--- config.mk ---
export PLATFORM = sky130hd
export DESIGN_NAME = gle_kernel
export DESIGN_NICKNAME = d
export VERILOG_FILES = /design/src/hdl/gle_pkg.sv /design/src/hdl/gle_kernel.sv
export SDC_FILE = /design/constraint.sdc
export NUM_CORES = 1
export LEC_CHECK = 0
export BUFFER_PORTS_ARGS = -buffer_cell sky130_fd_sc_hd__buf_2
export CAP_MARGIN = 20
export CORE_MARGIN = 1
export CORE_UTILIZATION = 35
export DETAILED_ROUTE_END_ITERATION = 12
export HOLD_SLACK_MARGIN = 0.03
export RECOVER_POWER = 50
export SYNTH_ARGS = -nofsm -noshare
export SYNTH_HDL_FRONTEND = slang
export SYNTH_SLANG_ARGS = --single-unit
--- constraint.sdc ---
create_clock -name clk -period 6.6 [get_ports clk]
set_clock_uncertainty 0.05 [all_clocks]
set_input_delay 0.99 -clock clk [delete_from_list [all_inputs] [get_ports clk]]
set_output_delay 0.99 -clock clk [all_outputs]
set_load 0.02 [all_outputs]
--- src/hdl/gle_pkg.sv ---
// Shared types and constants for the gray Laplacian edge filter.
// Beat structs for both channels, stage control, register indexes.
// No dependencies.
package gle_pkg;

  localparam int PIX_W = 8;
  localparam int CFG_W = 13;

  localparam logic [0:0] REG_IMAGE_WIDTH  = 1'b0;
  localparam logic [0:0] REG_IMAGE_HEIGHT = 1'b1;

  localparam logic [CFG_W-1:0] WIDTH_RESET  = 13'd4096;
  localparam logic [CFG_W-1:0] HEIGHT_RESET = 13'd2160;
  localparam logic [CFG_W-1:0] DIM_MIN      = 13'd3;

  localparam logic [9:0] GRAY_RECIP = 10'd683;
  localparam int         GRAY_SHIFT = 11;

  localparam logic       REQ_PIXEL = 1'b0;
  localparam logic       REQ_PAD   = 1'b1;

  typedef struct packed {
    logic             req_type;
    logic [PIX_W-1:0] red;
    logic [PIX_W-1:0] green;
    logic [PIX_W-1:0] blue;
  } in_beat_t;

  typedef struct packed {
    logic [PIX_W-1:0] edge_value;
    logic             frame_last;
  } out_beat_t;

  typedef struct packed {
    logic shift;
    logic emit;
    logic border;
    logic last;
  } stage_ctl_t;

  function automatic logic [PIX_W-1:0] gray_of(input logic [PIX_W-1:0] r,
                                               input logic [PIX_W-1:0] g,
                                               input logic [PIX_W-1:0] b);
    logic [9:0]  sum;
    logic [19:0] prod;
    sum  = 10'(r) + 10'(g) + 10'(b);
    prod = 20'(sum) * 20'(GRAY_RECIP);
    return prod[GRAY_SHIFT +: PIX_W];
  endfunction

endpackage

--- src/hdl/gle_kernel.sv ---
// 3x3 window, Laplacian kernel, clamp and output register.
// Depends on gle_pkg for beat and stage control types.
module gle_kernel
  import gle_pkg::*;
(
  input  logic             clk,
  input  logic             rst,
  input  logic             load,
  input  stage_ctl_t       ctl,
  input  logic [PIX_W-1:0] top,
  input  logic [PIX_W-1:0] mid,
  input  logic [PIX_W-1:0] gray,
  output logic             ready,
  output logic             result_valid,
  input  logic             result_stall,
  output out_beat_t        result
);

  logic [PIX_W-1:0] win [3][3];
  logic             s2_valid;
  stage_ctl_t       s2_ctl;
  logic             s2_move;
  logic [10:0]      nsum;
  logic [10:0]      center8;
  logic [10:0]      diff;
  logic [PIX_W-1:0] lap;

  assign s2_move = s2_valid && (!result_valid || !result_stall);
  assign ready   = !s2_valid || s2_move;

  always_comb begin
    nsum = 11'(win[0][0]) + 11'(win[0][1]) + 11'(win[0][2])
         + 11'(win[1][0]) + 11'(win[1][2])
         + 11'(win[2][0]) + 11'(win[2][1]) + 11'(win[2][2]);
    center8 = {win[1][1], 3'b000};
    diff = center8 - nsum;
    if (nsum > center8) begin
      lap = '0;
    end else if (diff[10:8] != 3'b000) begin
      lap = '1;
    end else begin
      lap = diff[7:0];
    end
  end

  always_ff @(posedge clk) begin
    if (load && ctl.shift) begin
      for (int k = 0; k < 3; k++) begin
        win[k][0] <= win[k][1];
        win[k][1] <= win[k][2];
      end
      win[0][2] <= top;
      win[1][2] <= mid;
      win[2][2] <= gray;
    end
  end

  always_ff @(posedge clk) begin
    if (rst) begin
      s2_valid <= 1'b0;
    end else if (load) begin
      s2_valid <= 1'b1;
    end else if (s2_move) begin
      s2_valid <= 1'b0;
    end
  end

  always_ff @(posedge clk) begin
    if (load) begin
      s2_ctl <= ctl;
    end
  end

  always_ff @(posedge clk) begin
    if (rst) begin
      result_valid <= 1'b0;
    end else if (s2_move && s2_ctl.emit) begin
      result_valid <= 1'b1;
    end else if (!result_stall) begin
      result_valid <= 1'b0;
    end
  end

  always_ff @(posedge clk) begin
    if (s2_move && s2_ctl.emit) begin
      result.edge_value <= s2_ctl.border ? '0 : lap;
      result.frame_last <= s2_ctl.last;
    end
  end

endmodule

---- Word-level counts from Yosys, hierarchy flattened ----
Memories as Yosys holds them, arrays and structs flattened.
Index checks and enable logic that the tools add are counted.
storage, ports and cells
  register bits after elaboration ......... 14
  RAM bits ................................ 72
  input bits .............................. 32
  output and inout port bits .............. 11
  word-level logic and storage cells ...... 36
  memories ................................ 1
operators by class
  $add $sub $neg .......................... 8
  $lt $le $gt $ge ......................... 1
  eq/ne operators ......................... 1
  mux-type cells .......................... 7
  reductions and logical operators ........ 11
memories
  name  depth  width  rd ports  clocked after Yosys merged registers in  write ports  RTL line          source
  win   3      24     3         0                                        3            gle_kernel.sv:19  logic [PIX_W-1:0] win [3][3];
operator list
  kind                  number
  $add A11 B8 Y11       4
  $add A10 B8 Y11       1
  $gt A11 B11 Y1        1
  $sub A11 B11 Y11      1
  $add A9 B8 Y10        1
  $add A8 B8 Y9         1
  $mux W8               1
  $mux W1               6
  $logic_and A1 B1 Y1   3
  $logic_not A1 Y1      3
  $reduce_bool A3 Y1    1
  $logic_or A1 B1 Y1    2
  $ne A2 B1 Y1 const B  1
  $reduce_bool A2 Y1    1
  $reduce_or A2 Y1      1

---- Longest topological paths before layout ----
Gate-level depths: netlist (run 1).
An unclocked memory read counts as a cell.
  depth after elaboration ................. 11
  mapped depth ............................ 22
  mapped depth without buffers ............ 21

---- Least setup slack after synthesis (run 1) ----
OpenSTA, ideal clock, no wires.
  kind .................................... flip-flop to flip-flop
  start ................................... mem win[0][2] (netlist name)
  end ..................................... reg result[1] (netlist name), data pin
  setup time .............................. 270 ps
  data arrival time ....................... 5239 ps
  required time ........................... 6280 ps
  slack ................................... 1042 ps
  cell stages (with the launch flop) ...... 21
  buffers on the path ..................... 1
  clock period less this slack ............ 5558 ps
  path through ............................ edfxtp_1 -> inv_1 -> fa_1 -> inv_1 -> fa_1 -> fa_1 -> fa_1 -> ha_1 -> fa_1 -> a21o_1 -> a21oi_1 -> o21bai_1 -> a21oi_1 -> xor2_1 -> ha_1 -> buf_2 -> o21ai_0 -> o21bai_1 -> a311o_1 -> a32oi_4 -> a31oi_1
RTL lines
  what         RTL line          source
  from (decl)  gle_kernel.sv:19
  to (decl)    gle_kernel.sv:16  output out_beat_t result

==> flow_summary.ini, run 1 <==
[global_route]
initial_antenna_violation_count = 0
grt_pass1_vias = 2685
global_route.overflow_total = 0
grt_max_degree = 73
grt.total_usage_pct = 11.4
grt_first_pass_wirelength_mm = 12.2

[cts]
ctsHoldBuffers = 0
cts.clk_slew.worst_paths_ns = 0.06
cts-root-to-sink-buffers = 2
cts_tree = built
clock_root_buffer = sky130_fd_sc_hd__clkbuf_16
tritoncts_num_sinks = 86
tritoncts.num_buffers = 9
clkLatencyLatePin_ns = 0.34
cts_post_setup_buffers_inserted = 0
post_cts.resized_instances = 0
cts_max_level = 3

[route]
detail_route.first_pass.iterations = 4
wl_met3_um = 298
detail_route.wl_per_cell_um = 11.7
routedLengthMet1_mm = 3.11
top_signal_layer_used = met4
drc = 0
drtAntennaViolNets = 0
wl_met2_mm = 3.26
dr_total_vias = 2488
drt-vias-per-instance = 4.33
dr.first_iter.drc_count = 126
totalWireLength_mm = 6.76

[floorplanning]
initial_utilization_pct = 35.8
die_width_um = 118
placement_rows = 42
core_area_mm2 = 0.0132
die_area_mm2 = 0.0140
design.portCount = 43
chipHeight_um = 118

[critical_path]
endpoint_kind = flip-flop
critical_path.n_buffers_inverters = 2
timing.critical_path.required_ns = 6.62
critical_path.startpoint = win[0][2]$_DFFE_PP_
timing.critical_path.fanout_max = 10
ff2ff_setup_slack_ns = 0.72
delay_heaviest_family_cp = adder cells
critPathLaunchType = flip-flop
critical_path.cell_chain = inv_1, fa_1, inv_1, fa_1, fa_1, fa_1, ha_1, fa_1, a21o_1, a21oi_1, o21bai_1, a21oi_1, xor2_1, ha_1, o21ai_0, o21bai_1, a311o_1, a32oi_4, a31oi_1
critPathMaxStageDelay_ns = 0.53
cpMostUsedCell = sky130_fd_sc_hd__fa_1
rr_startpoint = win[0][2]$_DFFE_PP_
cp_data_arrival_time_ns = 5.90
timing.critical_path.slowest_stage_cell = sky130_fd_sc_hd__fa_1
worst-setup-path-type = flip-flop to flip-flop

[sta]
max-slew-margin-rel_pct = 38.8
report.final.slew_viol_count = 0
tightestPinTransition_ns = 0.919
fin_worst_hold_slack_ns = 0.382
period_needed_ns = 5.88
timing.final.crit_share_pct = 89.1
finalSetupViolations = 0
max_freq_ghz = 0.170
grt_setup_unrepaired = false
hold_viol = 0
fin_tns_setup_ns = 0

[job]
cap_violations = 0

[synth]
ys_seq_elements = 86
async_flop_share_pct = 0
synth_ff_type = sky130_fd_sc_hd__edfxtp_1
synth_sequential_area_ratio_pct = 54.0
synth_fp_nets = 441
synth-edff-count = 84
yosys.cell_types.count = 41
synthesis.area_mm2 = 0.00474
synth.yosys.warnings = 0
synthesis.area_per_instance_um2 = 13.9
postSynthCellCount = 342

[placement]
place.detailed.hpwl_mm = 5.01
area_after_dpl_mm2 = 0.00516
gpl.final_weighted_congestion = 0.764
buffers_added_on_ports = 42

[status]
outcome = finished, final reports clean

[final_layout]
fin_area_mm2 = 0.00545
synth_to_layout_area_growth_pct = 14.9
fin_nets = 493
post_route_cells_drive_above_1_share_pct = 13.5
antenna_cells = 0

[min_path]
min-delay-path-class = flip-flop to flip-flop
hold_path.startpoint = s2_ctl[0]$_DFFE_PP_
-- synth_stat cells, types with 2 or more instances --
cell / n / area (um^2)
sky130_fd_sc_hd__inv_1: 96 / 360
sky130_fd_sc_hd__edfxtp_1: 84 / 2520
sky130_fd_sc_hd__fa_1: 47 / 941
sky130_fd_sc_hd__ha_1: 20 / 250
sky130_fd_sc_hd__a21oi_1: 11 / 55.1
sky130_fd_sc_hd__nor2_1: 10 / 37.5
sky130_fd_sc_hd__nand2_1: 8 / 30.0
sky130_fd_sc_hd__a31oi_1: 7 / 43.8
sky130_fd_sc_hd__xnor2_1: 7 / 61.3
sky130_fd_sc_hd__xor2_1: 5 / 43.8
sky130_fd_sc_hd__a21o_1: 4 / 30.0
sky130_fd_sc_hd__o21ai_0: 4 / 20.0
sky130_fd_sc_hd__mux2i_1: 3 / 30.0
sky130_fd_sc_hd__nand3_1: 3 / 15.0
sky130_fd_sc_hd__a22oi_1: 2 / 15.0
sky130_fd_sc_hd__dfxtp_1: 2 / 40.0
sky130_fd_sc_hd__nor2b_1: 2 / 12.5
sky130_fd_sc_hd__nor3_1: 2 / 10.0
sky130_fd_sc_hd__o21ai_1: 2 / 10.0
sky130_fd_sc_hd__o21bai_1: 2 / 15.0
-- path summary, 6_finish.rpt --
| kind | endpoint | cells past startpoint |
|---|---|---|
| hold / removal | result[0]$_DFFE_PP_ | 0 |
| setup / recovery | result[5]$_SDFFCE_PP0P_ | 19 |
| setup reg to reg | result[5]$_SDFFCE_PP0P_ | 19 |
| hold reg to reg | result[0]$_DFFE_PP_ | 0 |
-- through the flow --
| stage | util [%] | setup WS [ns] | std cells |
|---|---|---|---|
| after global placement | 39.0 | 0.838 | 559 |
| after floorplan | - | 1.04 | 342 |
| final | 41.1 | 0.722 | 575 |
| after CTS | 41.2 | 0.676 | 575 |
| after global routing | 41.1 | 0.331 | 575 |
| after detailed placement | 39.0 | 0.706 | 559 |
-- cell families (layout without fill, tap and decap cells) --
family / count (synthesis) / after routing / share of synthesized area [%]
buffers and inverters: 98 / 155 / 7.94
DFF: 86 / 86 / 54.0
adders and majority gates: 67 / 67 / 25.1
AOI/OAI and AO/OA: 43 / 43 / 6.54
and+or+nand+nor: 33 / 33 / 3.51
xor gates and xnor gates: 12 / 12 / 2.22
muxes: 3 / 3 / 0.633
-- registers in the layout, indices dropped and copies added (netlist names) --
name	flops
result	9
result_valid	1
s2_valid	1
s2_ctl	3
win	72
-- cell usage in the layout (no fill, tap or decap), drive strengths merged, types with 3 or more instances in the layout --
cell / count
nor2: 10
edfxtp: 84
xnor2: 7
o21ai: 6
a31oi: 7
buf: 35
nand2: 8
a21o: 4
mux2i: 3
xor2: 5
nor3: 3
a21oi: 11
ha: 20
nand3: 3
clkinv: 3
fa: 47
clkbuf: 18
inv: 96
-- metal layers --
metal,vias up,global-route usage [%]
li1,1229,-
met1,1216,13.8
met2,37,18.4
met3,6,4.92
met4,0,3.32
met5,-,0
-- layout make-up --
class	count	area, um^2
Tap cell	176	220
Multi-Input combinational cell	158	1800
Clock inverter	6	62.6
Clock buffer	10	229
Inverter	96	360
Fill cell	1277	7800
Sequential cell	86	2560
Timing Repair Buffer	43	208
-- worst reg2reg max path: cells and delay by family, from the launching register on --
| family | cells | cell delay (ns) |
|---|---|---|
| AOI/OAI and AO/OA | 9 | 1.89 |
| xor gates and xnor gates | 1 | 0.17 |
| adders and majority gates | 7 | 3.05 |
| buffers and inverters | 2 | 0.11 |
| DFF | 1 | 0.35 |
Power of run 1 is not shown: default switching activity piles up to over one toggle a cycle in this logic, so the estimate is an artifact.
==> inputs of run 2 (changes only) <==
--- a/config.mk
+++ b/config.mk
@@ -9,6 +9,7 @@
 export CAP_MARGIN = 20
 export CORE_MARGIN = 1
 export CORE_UTILIZATION = 35
+export CTS_BUF_LIST = sky130_fd_sc_hd__clkbuf_8
 export DETAILED_ROUTE_END_ITERATION = 12
 export HOLD_SLACK_MARGIN = 0.03
 export RECOVER_POWER = 50
==> flow_summary.ini, run 2 (synthesis results as in run 1) <==
[status]
outcome = finished, final reports clean

[route]
dr_total_vias = 2514
detail_route.first_pass.iterations = 4
drtAntennaViolNets = 0
drt-vias-per-instance = 4.37
totalWireLength_mm = 6.79
dr.first_iter.drc_count = 139
detail_route.wl_per_cell_um = 11.8
drc = 0

[cts]
ctsHoldBuffers = 0
clkLatencyLatePin_ns = 0.37
cts_max_level = 3
post_cts.resized_instances = 0
cts_post_setup_buffers_inserted = 0
cts.clk_slew.worst_paths_ns = 0.08
tritoncts_num_sinks = 86
clock_root_buffer = sky130_fd_sc_hd__clkbuf_8
cts-root-to-sink-buffers = 2
cts_tree = built
tritoncts.num_buffers = 9

[final_layout]
antenna_cells = 0
max_flop_register = win
post_route_cells_drive_above_1_share_pct = 15.0
mostFrequentLayoutCells = 97 x sky130_fd_sc_hd__inv_1, 84 x sky130_fd_sc_hd__edfxtp_1, 47 x sky130_fd_sc_hd__fa_1
largest_register_ffs = 72
fillCellCount = 1291
fin_nets = 493
final_core_util_pct = 40.4
final-seq-area_mm2 = 0.00256
largestRegisters = win x72, result x9, s2_ctl x3
final_common_cell = sky130_fd_sc_hd__inv_1
multi_input_area_mm2 = 0.00180
synth_to_layout_area_growth_pct = 12.9

[critical_path]
timing.critical_path.to = result[5]$_SDFFCE_PP0P_
r2r-end = result[5]$_SDFFCE_PP0P_
cp_data_arrival_time_ns = 5.93
timing.critical_path.fanout_max = 10
rr_startpoint = win[0][2]$_DFFE_PP_
ff2ff_setup_slack_ns = 0.72
timing.critical_path.required_ns = 6.65
endpoint_kind = flip-flop
critPathLaunchType = flip-flop
worstRegToRegCells = 19
worst-setup-path-type = flip-flop to flip-flop
critical_path.startpoint = win[0][2]$_DFFE_PP_

[sta]
max-slew-margin-rel_pct = 38.4
max_freq_ghz = 0.170
hold_viol = 0
period_needed_ns = 5.88
report.final.slew_viol_count = 0
fin_tns_setup_ns = 0
finalSetupViolations = 0
grt_setup_unrepaired = false
tightestPinTransition_ns = 0.924
timing.final.crit_share_pct = 89.1

[floorplanning]
chipHeight_um = 118
die_width_um = 118
design.portCount = 43
initial_utilization_pct = 35.8
placement_rows = 42
die_area_mm2 = 0.0140
core_area_mm2 = 0.0132

[min_path]
min-delay-path-class = flip-flop to flip-flop
hold_path.startpoint = s2_ctl[0]$_DFFE_PP_
min_delay_path_depth = 0

[global_route]
grt.total_usage_pct = 11.4
initial_antenna_violation_count = 0
grt_pass1_vias = 2695
global_route.overflow_total = 0
grt_first_pass_wirelength_mm = 12.2
grt_max_degree = 73

[placement]
gpl.final_weighted_congestion = 0.764
buffers_added_on_ports = 42
place.detailed.hpwl_mm = 5.01

[job]
cap_violations = 0
run 2: cell count changes in the layout (fill, tap and decap cells not counted), sizes merged:
cell	previous run	this run
clkbuf	18	11
buf	35	41
inv	96	97
run 2: final cells by class:
type                            count  share of cell area, %
Tap cell                          176                   4.11
Clock buffer                        9                   2.31
Timing Repair Buffer               43                   4.02
Clock inverter                      7                   1.24
Inverter                           96                   6.73
Multi-Input combinational cell    158                   33.7
Sequential cell                    86                   47.9
run 2: worst min-delay path by stage:
stage                          end  slack (ns)
6_report       result[0]$_DFFE_PP_        0.39
5_1_grt        result[0]$_DFFE_PP_        0.41
4_1_cts        result[0]$_DFFE_PP_        0.40
3_5_place_dp   result[0]$_DFFE_PP_        0.37
3_3_place_gp   result[0]$_DFFE_PP_        0.36
2_1_floorplan  result[0]$_DFFE_PP_        0.35
run 2: worst max-delay path: stages, from the launching register on:
cell	delay, ns
sky130_fd_sc_hd__edfxtp_1	0.36
sky130_fd_sc_hd__inv_1	0.06
sky130_fd_sc_hd__fa_1	0.52
sky130_fd_sc_hd__inv_1	0.05
sky130_fd_sc_hd__fa_1	0.50
sky130_fd_sc_hd__fa_1	0.52
sky130_fd_sc_hd__fa_1	0.49
sky130_fd_sc_hd__ha_1	0.24
sky130_fd_sc_hd__fa_1	0.41
sky130_fd_sc_hd__a21o_1	0.19
sky130_fd_sc_hd__a21oi_1	0.22
sky130_fd_sc_hd__o21bai_1	0.09
sky130_fd_sc_hd__a21oi_1	0.22
sky130_fd_sc_hd__xor2_1	0.17
sky130_fd_sc_hd__ha_1	0.36
sky130_fd_sc_hd__o21ai_0	0.21
sky130_fd_sc_hd__o21bai_1	0.11
sky130_fd_sc_hd__a311o_1	0.37
sky130_fd_sc_hd__a32oi_4	0.34
sky130_fd_sc_hd__a31oi_1	0.13
run 2: per-layer routing:
layer | wire length (um) | global-route usage (%) | up-vias
li1 | - | - | 1230
met1 | 3060 | 13.6 | 1236
met2 | 3320 | 18.5 | 38
met3 | 325 | 4.92 | 10
met4 | 94 | 3.56 | 0
met5 | 0 | 0 | -
run 2: metrics by stage:
stage | worst slack [ns] | hold slack (ns) | instance area [um^2] | cells
after floorplan | 1.04 | 0.350 | 4740 | 342
after global placement | 0.838 | 0.355 | 5160 | 559
after detailed placement | 0.706 | 0.375 | 5160 | 559
after CTS | 0.675 | 0.398 | 5360 | 575
after global routing | 0.324 | 0.411 | 5350 | 575
final | 0.721 | 0.390 | 5350 | 575
Power of run 2 is left out for the same reason.
==> inputs of run 3 (changes only) <==
==> constraint.sdc (replaced) <==
create_clock -name clk -period 5.8 [get_ports clk]
set_clock_uncertainty 0.05 [all_clocks]
set_input_delay 0.87 -clock clk [delete_from_list [all_inputs] [get_ports clk]]
set_output_delay 0.87 -clock clk [all_outputs]
set_load 0.02 [all_outputs]
==> flow_summary.ini, run 3 (synthesis results as in run 1) <==
[floorplanning]
placement_rows = 42
chipHeight_um = 118
design.portCount = 43
initial_utilization_pct = 35.8
die_width_um = 118
die_area_mm2 = 0.0140
core_area_mm2 = 0.0132

[placement]
place_inst = 560
buffers_added_on_ports = 42
place.detailed.hpwl_mm = 5.13
gpl.final_weighted_congestion = 0.746

[sta]
max_freq_ghz = 0.182
timing.final.crit_share_pct = 95.0
period_needed_ns = 5.51
tightestPinTransition_ns = 0.914
hold_viol = 0
grt_setup_unrepaired = false
finalSetupViolations = 0
report.final.slew_viol_count = 0
max-slew-margin-rel_pct = 39.0

[route]
drtAntennaViolNets = 0
routedLengthMet1_mm = 3.09
dr_total_vias = 2516
wl_met2_mm = 3.47
drc = 0
top_signal_layer_used = met4
dr.first_iter.drc_count = 153
totalWireLength_mm = 6.97
drt-vias-per-instance = 4.36
detail_route.wl_per_cell_um = 12.1
detail_route.first_pass.iterations = 4
wl_met3_um = 291

[cts]
cts-root-to-sink-buffers = 2
cts_tree = built
clock_root_buffer = sky130_fd_sc_hd__clkbuf_8
tritoncts_num_sinks = 86
cts_max_level = 3
cts.clk_slew.worst_paths_ns = 0.09
clkLatencyLatePin_ns = 0.37
tritoncts.num_buffers = 9

[final_layout]
final_core_util_pct = 40.9
antenna_cells = 0
fin_nets = 496
post_route_cells_drive_above_1_share_pct = 17.7
mostFrequentLayoutCells = 96 x sky130_fd_sc_hd__inv_1, 84 x sky130_fd_sc_hd__edfxtp_1, 46 x sky130_fd_sc_hd__fa_1
largestRegisters = win x72, result x9, s2_ctl x3
synth_to_layout_area_growth_pct = 14.2
final_common_cell = sky130_fd_sc_hd__inv_1
max_flop_register = win
fin_cells = 577
largest_register_ffs = 72

[global_route]
grt_first_pass_wirelength_mm = 12.3
grt.total_usage_pct = 11.6
grt_max_degree = 73
initial_antenna_violation_count = 0
global_route.overflow_total = 0
grt_pass1_vias = 2703

[critical_path]
endpoint_kind = flip-flop
critPathLaunchType = flip-flop
worst-setup-path-type = flip-flop to flip-flop
cp_data_arrival_time_ns = 5.56
timing.critical_path.fanout_max = 8
timing.critical_path.required_ns = 5.85

[min_path]
min-delay-path-class = flip-flop to flip-flop

[status]
outcome = finished, final reports clean

[job]
cap_violations = 0
==> run 3: worst max-delay path, cell delays in order, from the launching register on <==
cell,delay [ns]
sky130_fd_sc_hd__edfxtp_1,0.36
sky130_fd_sc_hd__inv_1,0.06
sky130_fd_sc_hd__fa_1,0.54
sky130_fd_sc_hd__inv_1,0.06
sky130_fd_sc_hd__fa_1,0.51
sky130_fd_sc_hd__fa_1,0.56
sky130_fd_sc_hd__fa_1,0.47
sky130_fd_sc_hd__ha_1,0.31
sky130_fd_sc_hd__a21o_1,0.18
sky130_fd_sc_hd__a21oi_2,0.17
sky130_fd_sc_hd__o21ai_1,0.13
sky130_fd_sc_hd__o41ai_2,0.26
sky130_fd_sc_hd__xor2_1,0.19
sky130_fd_sc_hd__ha_2,0.33
sky130_fd_sc_hd__and3_1,0.22
sky130_fd_sc_hd__a311o_1,0.36
sky130_fd_sc_hd__a32oi_4,0.34
sky130_fd_sc_hd__a31oi_1,0.14
==> run 3: path summary, 6_finish.rpt <==
| kind | from | end | depth (start not counted) | slack (ns) |
|---|---|---|---|---|
| max | win[0][3]$_DFFE_PP_ | result[1]$_SDFFCE_PP0P_ | 17 | 0.29 |
| max reg2reg | win[0][3]$_DFFE_PP_ | result[1]$_SDFFCE_PP0P_ | 17 | 0.29 |
| min | win[0][9]$_DFFE_PP_ | win[0][17]$_DFFE_PP_ | 0 | 0.40 |
| min reg2reg | win[0][9]$_DFFE_PP_ | win[0][17]$_DFFE_PP_ | 0 | 0.40 |
==> run 3: stage by stage <==
step / setup slack, ns / hold slack [ns] / cell area (um^2) / setup TNS [ns]
CTS: 0.0211 / 0.404 / 5380 / 0
finish: 0.292 / 0.401 / 5420 / 0
floorplan: 0.242 / 0.350 / 4740 / 0
global route: 0.00806 / 0.411 / 5420 / 0
global placement: 0.108 / 0.355 / 5170 / 0
detailed placement: -0.0752 / 0.372 / 5170 / -0.513
==> run 3: repair_timing <==
action                                  CTS  global route
hold buffers                              0             0
gates resized for setup                   3             8
pin swaps                                 2             9
endpoints found under the setup margin    8             8
setup buffers                             0             2
==> run 3: cell type report <==
| cell class | instances | area (um^2) |
|---|---|---|
| clock buffer | 9 | 124 |
| clock inverter | 6 | 63.8 |
| fill | 1284 | 7830 |
| inverter | 96 | 360 |
| multi-input combinational | 158 | 1850 |
| sequential | 86 | 2560 |
| tap | 176 | 220 |
| timing repair buffer | 46 | 236 |
==> run 3: layer usage <==
metal  track usage [%]  up-vias
li1                  -     1235
met1              13.4     1230
met2              19.5       39
met3              4.20       12
met4              4.75        0
met5                 0        -
Power of run 3 is left out for the same reason.
